### src/design/colla_pkg.sv
// Shared types and constants for the control ownership lease arbiter.
`default_nettype none

package colla_pkg;

    // Request kinds carried on s_tuser
    typedef enum logic [2:0] {
        OP_CLAIM     = 3'd0,
        OP_AUTHORIZE = 3'd1,
        OP_HEARTBEAT = 3'd2,
        OP_RELEASE   = 3'd3,
        OP_QUERY     = 3'd4
    } op_e_t;

    // Result status codes
    typedef enum logic [2:0] {
        ST_OK        = 3'd0,
        ST_STALE     = 3'd1,
        ST_BUSY      = 3'd2,
        ST_NOT_OWNER = 3'd3,
        ST_INVALID   = 3'd4
    } status_e_t;

    // Control source codes
    localparam logic [2:0] SRC_NONE      = 3'd0;
    localparam logic [2:0] SRC_REST      = 3'd1;
    localparam logic [2:0] SRC_BLE       = 3'd2;
    localparam logic [2:0] SRC_LOCAL_JOB = 3'd4;

    localparam logic [31:0] REV_ANY       = 32'hFFFF_FFFF;
    localparam logic [21:0] TIMEOUT_RESET = 22'd30000;

    // Remaining-time saturation, in us and in ms
    localparam logic [63:0] REMAIN_MAX_US = 64'd3600000000;
    localparam logic [21:0] REMAIN_MAX_MS = 22'd3600000;

    // floor(x / 1000) == (x * RECIP_1000) >> RECIP_SHIFT for x below 4.9e9
    localparam logic [28:0] RECIP_1000  = 29'd274877907;
    localparam int          RECIP_SHIFT = 38;

    // Input payload, last declared field in the lowest bits
    typedef struct packed {
        logic [3:0]  pad;
        logic [62:0] now_us;
        logic [63:0] fresh_low;
        logic [63:0] fresh_high;
        logic [63:0] token_low;
        logic [63:0] token_high;
        logic        token_given;
        logic [31:0] want_rev;
        logic        takeover;
        logic [2:0]  source;
    } req_t;

    // Output payload, last declared field in the lowest bits
    typedef struct packed {
        logic        pad;
        logic [21:0] remaining_ms;
        logic        lease_expired;
        logic        lease_present;
        logic [63:0] token_out_low;
        logic [63:0] token_out_high;
        logic        token_out_valid;
        logic [31:0] revision_now;
        logic [2:0]  owner_now;
        logic [2:0]  status;
    } rsp_t;

    // Decision result plus post-step lease timing
    typedef struct packed {
        status_e_t   status;
        logic [2:0]  owner_now;
        logic [31:0] revision_now;
        logic        token_out_valid;
        logic [63:0] token_out_high;
        logic [63:0] token_out_low;
        logic        lease_present;
        logic [63:0] deadline_us;
        logic [62:0] now_us;
    } step_t;

    // Time-to-deadline summary
    typedef struct packed {
        logic        expired;
        logic        pos;
        logic        sat;
        logic [31:0] diff_us;
    } span_t;

endpackage

`default_nettype wire

### src/design/colla_core.sv
// Ownership state, lease state and per-request decision logic.
`default_nettype none

module colla_core (
    input  wire logic               aclk,
    input  wire logic               aresetn,
    input  wire logic               cfg_we,
    input  wire logic [21:0]        cfg_wdata,
    input  wire logic               fire,
    input  wire colla_pkg::op_e_t   op,
    input  wire colla_pkg::req_t    req,
    output colla_pkg::step_t        step
);

    // Architectural state
    logic [31:0] timeout_us_reg;
    logic [2:0]  owner_reg,    owner_next;
    logic [31:0] revision_reg, revision_next;
    logic        held_reg,     held_next;
    logic [63:0] tok_hi_reg,   tok_hi_next;
    logic [63:0] tok_lo_reg,   tok_lo_next;
    logic [63:0] deadline_reg, deadline_next;

    logic        live, match, rev_ok, src_remote, keep;
    logic [31:0] rev_inc;
    logic [63:0] new_deadline;
    colla_pkg::status_e_t status;
    logic        tv;
    logic [63:0] oh, ol;

    function automatic logic is_remote(input logic [2:0] s);
        is_remote = (s == colla_pkg::SRC_REST) || (s == colla_pkg::SRC_BLE);
    endfunction

    // Shared checks
    assign live       = held_reg && ({1'b0, req.now_us} <= deadline_reg);
    assign match      = req.token_given && (req.token_high == tok_hi_reg)
                        && (req.token_low == tok_lo_reg);
    assign rev_ok     = (req.want_rev == colla_pkg::REV_ANY)
                        || (req.want_rev == revision_reg);
    assign src_remote = is_remote(req.source);
    assign keep       = (owner_reg == req.source) && src_remote && live;
    assign new_deadline = {1'b0, req.now_us} + {32'd0, timeout_us_reg};

    // Revision advance skips zero and the any-value
    always_comb begin
        rev_inc = revision_reg + 32'd1;
        if ((rev_inc == 32'd0) || (rev_inc == colla_pkg::REV_ANY)) begin
            rev_inc = 32'd1;
        end
    end

    // Request decision
    always_comb begin
        owner_next    = owner_reg;
        revision_next = revision_reg;
        held_next     = held_reg;
        tok_hi_next   = tok_hi_reg;
        tok_lo_next   = tok_lo_reg;
        deadline_next = deadline_reg;
        status        = colla_pkg::ST_NOT_OWNER;
        tv            = 1'b0;
        oh            = 64'd0;
        ol            = 64'd0;
        unique case (op)
            colla_pkg::OP_CLAIM: begin
                if ((req.source == colla_pkg::SRC_NONE)
                        || (req.source > colla_pkg::SRC_LOCAL_JOB)) begin
                    status = colla_pkg::ST_NOT_OWNER;
                end else if (!rev_ok) begin
                    status = colla_pkg::ST_STALE;
                end else if ((owner_reg != colla_pkg::SRC_NONE)
                        && (owner_reg != req.source) && !req.takeover) begin
                    status = colla_pkg::ST_BUSY;
                end else begin
                    owner_next    = req.source;
                    revision_next = rev_inc;
                    status        = colla_pkg::ST_OK;
                    if (!keep) begin
                        held_next     = src_remote;
                        tok_hi_next   = src_remote ? req.fresh_high : 64'd0;
                        tok_lo_next   = src_remote ? req.fresh_low : 64'd0;
                        deadline_next = src_remote ? new_deadline : 64'd0;
                    end
                    if (src_remote) begin
                        tv = 1'b1;
                        oh = keep ? tok_hi_reg : req.fresh_high;
                        ol = keep ? tok_lo_reg : req.fresh_low;
                    end
                end
            end
            colla_pkg::OP_AUTHORIZE: begin
                if (!rev_ok) begin
                    status = colla_pkg::ST_STALE;
                end else if (owner_reg != req.source) begin
                    status = colla_pkg::ST_NOT_OWNER;
                end else if (src_remote && !(live && match)) begin
                    status = colla_pkg::ST_INVALID;
                end else begin
                    status        = colla_pkg::ST_OK;
                    revision_next = rev_inc;
                end
            end
            colla_pkg::OP_HEARTBEAT: begin
                if (!src_remote || (owner_reg != req.source)) begin
                    status = colla_pkg::ST_NOT_OWNER;
                end else if (live && match) begin
                    status        = colla_pkg::ST_OK;
                    deadline_next = new_deadline;
                end else begin
                    status = colla_pkg::ST_INVALID;
                end
            end
            colla_pkg::OP_RELEASE: begin
                owner_next    = colla_pkg::SRC_NONE;
                held_next     = 1'b0;
                tok_hi_next   = 64'd0;
                tok_lo_next   = 64'd0;
                deadline_next = 64'd0;
                revision_next = rev_inc;
                status        = colla_pkg::ST_OK;
            end
            colla_pkg::OP_QUERY: begin
                status = colla_pkg::ST_OK;
                if ((owner_reg == req.source) && src_remote && held_reg) begin
                    tv = 1'b1;
                    oh = tok_hi_reg;
                    ol = tok_lo_reg;
                end
            end
            default: begin
                status = colla_pkg::ST_NOT_OWNER;
            end
        endcase
    end

    // Post-step view
    always_comb begin
        step.status          = status;
        step.owner_now       = owner_next;
        step.revision_now    = revision_next;
        step.token_out_valid = tv;
        step.token_out_high  = oh;
        step.token_out_low   = ol;
        step.lease_present   = is_remote(owner_next) && held_next;
        step.deadline_us     = deadline_next;
        step.now_us          = req.now_us;
    end

    // Timeout held in microseconds: t*1024 - t*16 - t*8
    always_ff @(posedge aclk) begin
        if (!aresetn) begin
            timeout_us_reg <= {colla_pkg::TIMEOUT_RESET, 10'd0}
                              - {6'd0, colla_pkg::TIMEOUT_RESET, 4'd0}
                              - {7'd0, colla_pkg::TIMEOUT_RESET, 3'd0};
        end else if (cfg_we) begin
            timeout_us_reg <= {cfg_wdata, 10'd0} - {6'd0, cfg_wdata, 4'd0}
                              - {7'd0, cfg_wdata, 3'd0};
        end
    end

    // State update when a request leaves the input register
    always_ff @(posedge aclk) begin
        if (!aresetn) begin
            owner_reg    <= colla_pkg::SRC_NONE;
            revision_reg <= 32'd0;
            held_reg     <= 1'b0;
            tok_hi_reg   <= 64'd0;
            tok_lo_reg   <= 64'd0;
            deadline_reg <= 64'd0;
        end else if (fire) begin
            owner_reg    <= owner_next;
            revision_reg <= revision_next;
            held_reg     <= held_next;
            tok_hi_reg   <= tok_hi_next;
            tok_lo_reg   <= tok_lo_next;
            deadline_reg <= deadline_next;
        end
    end

endmodule

`default_nettype wire

### src/design/colla_span.sv
// Deadline versus current time: expiry, sign and saturation of the gap.
`default_nettype none

module colla_span (
    input  wire logic             active,
    input  wire logic [63:0]      deadline_us,
    input  wire logic [62:0]      now_us,
    output colla_pkg::span_t      span
);

    logic [64:0] gap;

    // One subtract: borrow means now is past the deadline
    assign gap = {1'b0, deadline_us} - {2'b00, now_us};

    always_comb begin
        span.expired = active && gap[64];
        span.pos     = active && !gap[64] && (gap[63:0] != 64'd0);
        span.sat     = gap[63:0] >= colla_pkg::REMAIN_MAX_US;
        span.diff_us = gap[31:0];
    end

endmodule

`default_nettype wire

### src/design/colla_msdiv.sv
// Microseconds to whole milliseconds by reciprocal multiply, with saturation.
`default_nettype none

module colla_msdiv (
    input  wire colla_pkg::span_t span,
    output logic [21:0]           remaining_ms
);

    logic [60:0] prod;

    // Gap is below 3.6e9 when not saturated, inside the reciprocal's range
    assign prod = {29'd0, span.diff_us} * {32'd0, colla_pkg::RECIP_1000};

    always_comb begin
        if (!span.pos) begin
            remaining_ms = 22'd0;
        end else if (span.sat) begin
            remaining_ms = colla_pkg::REMAIN_MAX_MS;
        end else begin
            remaining_ms = prod[colla_pkg::RECIP_SHIFT +: 22];
        end
    end

endmodule

`default_nettype wire

### src/design/control_ownership_lease_arbiter_core.sv
// Top level of the control ownership lease arbiter: pipeline and ports.
//
//  Channel   Dir  Valid/Ready          Payload
//  request   in   s_tvalid/s_tready    s_tuser = op, s_tdata = req_t (360 b)
//  result    out  m_tvalid/m_tready    m_tdata = rsp_t (192 b)
//  config    in   cfg_we               cfg_wdata = lease_timeout_ms
//
//  Four register stages: input, decision, time gap, result. One request per
//  cycle sustained while m_tready stays high; a request passes them in order.
//  Owner and lease state update as a request leaves the input register, so
//  each request sees every earlier one. Reset clears all valids and the state,
//  and sets the timeout to 30000 ms. A stall on m_tready holds each stage only
//  once the stage after it is full; empty stages keep accepting.
`default_nettype none

module control_ownership_lease_arbiter_core (
    input  wire logic         aclk,
    input  wire logic         aresetn,
    // Configuration
    input  wire logic         cfg_we,
    input  wire logic [21:0]  cfg_wdata,
    // Request channel
    input  wire logic         s_tvalid,
    output logic              s_tready,
    // source, takeover, want_rev, token_given, token_high,
    // token_low, fresh_high, fresh_low, now_us, zero pad
    input  wire logic [359:0] s_tdata,
    // op
    input  wire logic [2:0]   s_tuser,
    // Result channel
    output logic              m_tvalid,
    input  wire logic         m_tready,
    // status, owner_now, revision_now, token_out_valid, token_out_high,
    // token_out_low, lease_present, lease_expired, remaining_ms, zero pad
    output logic [191:0]      m_tdata
);

    // Stage valids and payloads
    logic                 in_vld_reg;
    colla_pkg::req_t      in_req_reg;
    colla_pkg::op_e_t     in_op_reg;
    logic                 a_vld_reg;
    colla_pkg::step_t     a_step_reg;
    logic                 b_vld_reg;
    colla_pkg::step_t     b_step_reg;
    colla_pkg::span_t     b_span_reg;
    logic                 m_vld_reg;
    colla_pkg::rsp_t      m_rsp_reg;

    logic                 rdy_in, rdy_a, rdy_b, rdy_m;
    colla_pkg::step_t     step;
    colla_pkg::span_t     span;
    logic [21:0]          remaining_ms;
    colla_pkg::rsp_t      rsp_next;

    // Backpressure chain: a stage loads when it is empty or draining
    assign rdy_m    = !m_vld_reg || m_tready;
    assign rdy_b    = !b_vld_reg || rdy_m;
    assign rdy_a    = !a_vld_reg || rdy_b;
    assign rdy_in   = !in_vld_reg || rdy_a;
    assign s_tready = rdy_in;
    assign m_tvalid = m_vld_reg;
    assign m_tdata  = m_rsp_reg;

    // Decision and state
    colla_core u_core (
        .aclk      (aclk),
        .aresetn   (aresetn),
        .cfg_we    (cfg_we),
        .cfg_wdata (cfg_wdata),
        .fire      (in_vld_reg && rdy_a),
        .op        (in_op_reg),
        .req       (in_req_reg),
        .step      (step)
    );

    // Time gap on the post-step deadline
    colla_span u_span (
        .active      (a_step_reg.lease_present),
        .deadline_us (a_step_reg.deadline_us),
        .now_us      (a_step_reg.now_us),
        .span        (span)
    );

    // Remaining milliseconds
    colla_msdiv u_msdiv (
        .span         (b_span_reg),
        .remaining_ms (remaining_ms)
    );

    // Result assembly
    always_comb begin
        rsp_next.pad             = 1'b0;
        rsp_next.remaining_ms    = remaining_ms;
        rsp_next.lease_expired   = b_span_reg.expired;
        rsp_next.lease_present   = b_step_reg.lease_present;
        rsp_next.token_out_low   = b_step_reg.token_out_low;
        rsp_next.token_out_high  = b_step_reg.token_out_high;
        rsp_next.token_out_valid = b_step_reg.token_out_valid;
        rsp_next.revision_now    = b_step_reg.revision_now;
        rsp_next.owner_now       = b_step_reg.owner_now;
        rsp_next.status          = b_step_reg.status;
    end

    // Stage valids
    always_ff @(posedge aclk) begin
        if (!aresetn) begin
            in_vld_reg <= 1'b0;
            a_vld_reg  <= 1'b0;
            b_vld_reg  <= 1'b0;
            m_vld_reg  <= 1'b0;
        end else begin
            if (rdy_in) begin
                in_vld_reg <= s_tvalid;
            end
            if (rdy_a) begin
                a_vld_reg <= in_vld_reg;
            end
            if (rdy_b) begin
                b_vld_reg <= a_vld_reg;
            end
            if (rdy_m) begin
                m_vld_reg <= b_vld_reg;
            end
        end
    end

    // Stage payloads
    always_ff @(posedge aclk) begin
        if (rdy_in && s_tvalid) begin
            in_req_reg <= colla_pkg::req_t'(s_tdata);
            in_op_reg  <= colla_pkg::op_e_t'(s_tuser);
        end
        if (rdy_a && in_vld_reg) begin
            a_step_reg <= step;
        end
        if (rdy_b && a_vld_reg) begin
            b_step_reg <= a_step_reg;
            b_span_reg <= span;
        end
        if (rdy_m && b_vld_reg) begin
            m_rsp_reg <= rsp_next;
        end
    end

endmodule

`default_nettype wire

### config.mk
export PLATFORM = sky130hd
export DESIGN_NAME = control_ownership_lease_arbiter_core
export DESIGN_NICKNAME = d
export VERILOG_FILES = /design/src/design/colla_pkg.sv /design/src/design/colla_core.sv /design/src/design/colla_span.sv /design/src/design/colla_msdiv.sv /design/src/design/control_ownership_lease_arbiter_core.sv
export SDC_FILE = /design/constraint.sdc
export NUM_CORES = 2
export LEC_CHECK = 0
export ABC_AREA = 1
export CAP_MARGIN = 20
export CORE_ASPECT_RATIO = 0.6
export CORE_MARGIN = 2
export CORE_UTILIZATION = 60
export DETAILED_ROUTE_END_ITERATION = 16
export DONT_BUFFER_PORTS = 1
export PLACE_DENSITY = 0.76
export SLEW_MARGIN = 10
export SYNTH_ARGS = -nofsm -noshare
export SYNTH_HDL_FRONTEND = slang
export SYNTH_SLANG_ARGS = --single-unit
export TNS_END_PERCENT = 30
### constraint.sdc
create_clock -name aclk -period 21 [get_ports aclk]
set_input_delay 2.1 -clock aclk [delete_from_list [all_inputs] [get_ports aclk]]
set_output_delay 2.1 -clock aclk [all_outputs]
set_load 0.05 [all_outputs]
==> results.cfg <==
[status]
outcome = finished, final reports clean

[worst_setup_path]
end_kind = flip-flop
critPathBufInv = 8
start_kind = flip-flop
cp_max_fo = 10
crit_slowest_cell = edfxtp_1
critical_path_class = reg2reg
crit_arrival_ns = 8.35
critical_path_required_ns = 21.51
crit_family = adder cells
crit_path_frequent_cell = inv_1
ff2ff_path_depth = 26
slowest_delay_ns = 0.84
cp_num_cells = 26

[route]
first_pass_iters = 9
wl_um = 262000
drc = 0
wire_per_inst_um = 25.7
ant_nets = 0
first_iter_violations = 8932
viasPerCell = 6.12
vias = 62500

[layout]
largest_reg_flops = 356
area_growth_pct = 7.47
layout-drive-gt1-share = 0.0397
final_nets = 9602

[worst_hold_path]
min-delay-path-class = reg2reg
holdPathStages = 0

[yosys]
yosysTopAreaCellShare = 0.402
syn_area_mm2 = 0.0783
netlist_top_cells_area = edfxtp_1, ha_1, fa_1
synth.distinct_cells = 61
async_flop_share = 0
synth_largest_area_cell = edfxtp_1
synthCells = 8344
ys_ff_latch = 1309
yosys_warnings = 0
synth_edf_count = 1048
syn_avg_cell_area_um2 = 9.38
synth_flop_cell = edfxtp_1
syn_nets = 9628
yosysSeqAreaShare = 0.469

[timing]
worstMarginPinSlew_ns = 1.37
rsz0062_at_grt = no
max_freq_mhz = 127
fin_crit_sh = 0.374
fin_crit_ns = 7.85
skew_ns = 0.0521
slew_viol_final = 0
setup_tns_ns = 0
slew-limit-headroom = 0.0827
finalSetupViolations = 0
hold_violations = 0

[run]
drv_cap = 0

[cts]
holdBufCountCts = 0
clk_pin_slew_ns = 0.09
post_cts_resized = 0
cts_buffers = 115
cts_sinks = 1309
cts_setup_buffers = 0
cts-root-buf = clkbuf_16
htreeDepth = 3
cts_tree = built
clkLatencyLatePin_ns = 0.77
clk_path_buf_depth = 3

[global_route]
grt_max_degree = 202
antenna_found_initial = 84
gr-total-overflow = 0
grt_pass1_wl_um = 381000
track_usage = 0.386
first_global_vias = 58600

[placed_design]
port_buffers = 0
hpwl_um = 204000
place.gp.congestion = 1.07

[die]
die_h_um = 284
die_w_um = 470
die_area_mm2 = 0.133
rows = 102
core-area_mm2 = 0.129
ioPinCount = 584
initial_core_util = 0.606

[pwr]
power_leakage_nw = 35.9
power_w = 0.0104
p_per_area_mw_per_mm2 = 123
ir_drop_mv = 0.213
-- synthesized netlist by cell type (4+ instances only) --
cell type,instances
nor4_1,30
a211oi_1,125
nand4_1,150
xor2_1,107
clkbuf_1,126
o22ai_1,75
ha_1,579
and3_1,7
a31oi_1,22
a21o_1,20
o21a_1,27
o21ai_1,72
a21oi_1,533
o21bai_1,31
o21ai_2,4
nor2_4,7
o21bai_2,7
nand3b_1,12
nor2_1,760
nor3b_1,6
nand3_1,307
xnor2_1,40
buf_1,13
edfxtp_1,1048
inv_2,11
o211ai_1,71
buf_2,31
nor2_2,4
nand2_1,1438
o221ai_1,4
o31ai_1,4
fa_1,315
a221oi_1,5
nand3_2,6
dfxtp_1,261
a21boi_0,12
buf_4,12
inv_1,1467
nor3_1,112
nand2_2,7
or2_2,40
o21ai_0,403
-- where the power goes --
part	total [W]	internal, W	leakage [nW]	switching [W]
Sequential	0.00303	0.00292	12.1	0.000111
Clock	0.00219	0.00116	1.83	0.00103
Combinational	0.00513	0.00173	22.0	0.00340
-- layout by cell type (no fill, tap or decap), types with 27 or more instances in the layout --
master,instances
nand2_1,1437
buf_4,37
fa_1,315
a21oi_1,533
clkbuf_16,117
nor4_1,30
dfxtp_1,261
xor2_1,107
o211ai_1,71
nand4_1,150
o21bai_1,31
xnor2_1,40
inv_1,1465
a211oi_1,125
diode_2,80
edfxtp_1,1048
o21ai_0,403
or2_2,40
ha_1,579
nand3_1,305
o21ai_1,72
o21a_1,27
nor2_1,756
o22ai_1,75
nor3_1,112
-- path summary, 6_finish.rpt --
check                                          startpoint                          to  slack (ns)
worst max-delay path             b_span_reg[23]$_DFFE_PP_  m_tdata[187]$_SDFFCE_PN0P_       13.15
worst min-delay path            b_step_reg[233]$_DFFE_PP_       m_tdata[80]$_DFFE_PP_        0.40
worst max register to register   b_span_reg[23]$_DFFE_PP_  m_tdata[187]$_SDFFCE_PN0P_       13.15
worst min register to register  b_step_reg[233]$_DFFE_PP_       m_tdata[80]$_DFFE_PP_        0.40
-- area by class of cell --
type                            instances  area (um2)
Multi-Input combinational cell       5370       35300
Timing Repair Buffer                   42         365
Antenna cell                           80         200
Fill cell                           10500       45200
Tap cell                             1716        2150
Inverter                             1480        5580
Clock buffer                          138        3060
Sequential cell                      1309       36700
Clock inverter                         82         800
-- through the flow --
| step | hold slack (ns) | util | instances | instance area (um2) | setup WS (ns) |
|---|---|---|---|---|---|
| after detailed placement | 0.405 | 0.619 | 9915 | 80100 | 13.33 |
| after global placement | 0.400 | 0.619 | 9915 | 80100 | 13.42 |
| after global routing | 0.404 | 0.650 | 10200 | 84100 | 12.99 |
| after floorplan | 0.400 | - | 8344 | 78300 | 2.44 |
| final | 0.402 | 0.651 | 10200 | 84100 | 13.15 |
| after CTS | 0.402 | 0.649 | 10100 | 83900 | 13.31 |
-- worst reg2reg max path, cell delays in order (launching register included) --
cell	delay, ns
edfxtp_1	0.84
ha_1	0.41
fa_1	0.45
fa_1	0.49
inv_1	0.05
fa_1	0.47
inv_1	0.05
fa_1	0.50
inv_1	0.06
fa_1	0.52
inv_1	0.05
fa_1	0.47
inv_1	0.06
fa_1	0.43
inv_1	0.10
ha_1	0.21
nand2_1	0.07
nor2_1	0.29
inv_1	0.13
nor4_1	0.56
nand3_1	0.13
o211ai_1	0.48
nand3_1	0.29
nor2_1	0.19
nor3_1	0.06
o21ai_0	0.16
inv_1	0.05
-- per-layer routing --
metal / global-route usage / wire length [um]
met1: 0.587 / 113000
met2: 0.505 / 102000
met3: 0.144 / 39300
met4: 0.121 / 8070
met5: 0.0124 / 349
-- kinds of logic after synthesis --
kind of cell,share of synthesized area
flops,0.469
buf+inv,0.0812
other cells,0.0000479
compound gates,0.104
simple gates,0.156
xor+xnor,0.0167
fa+ha+maj,0.173
(Power assumes the default switching activity.)
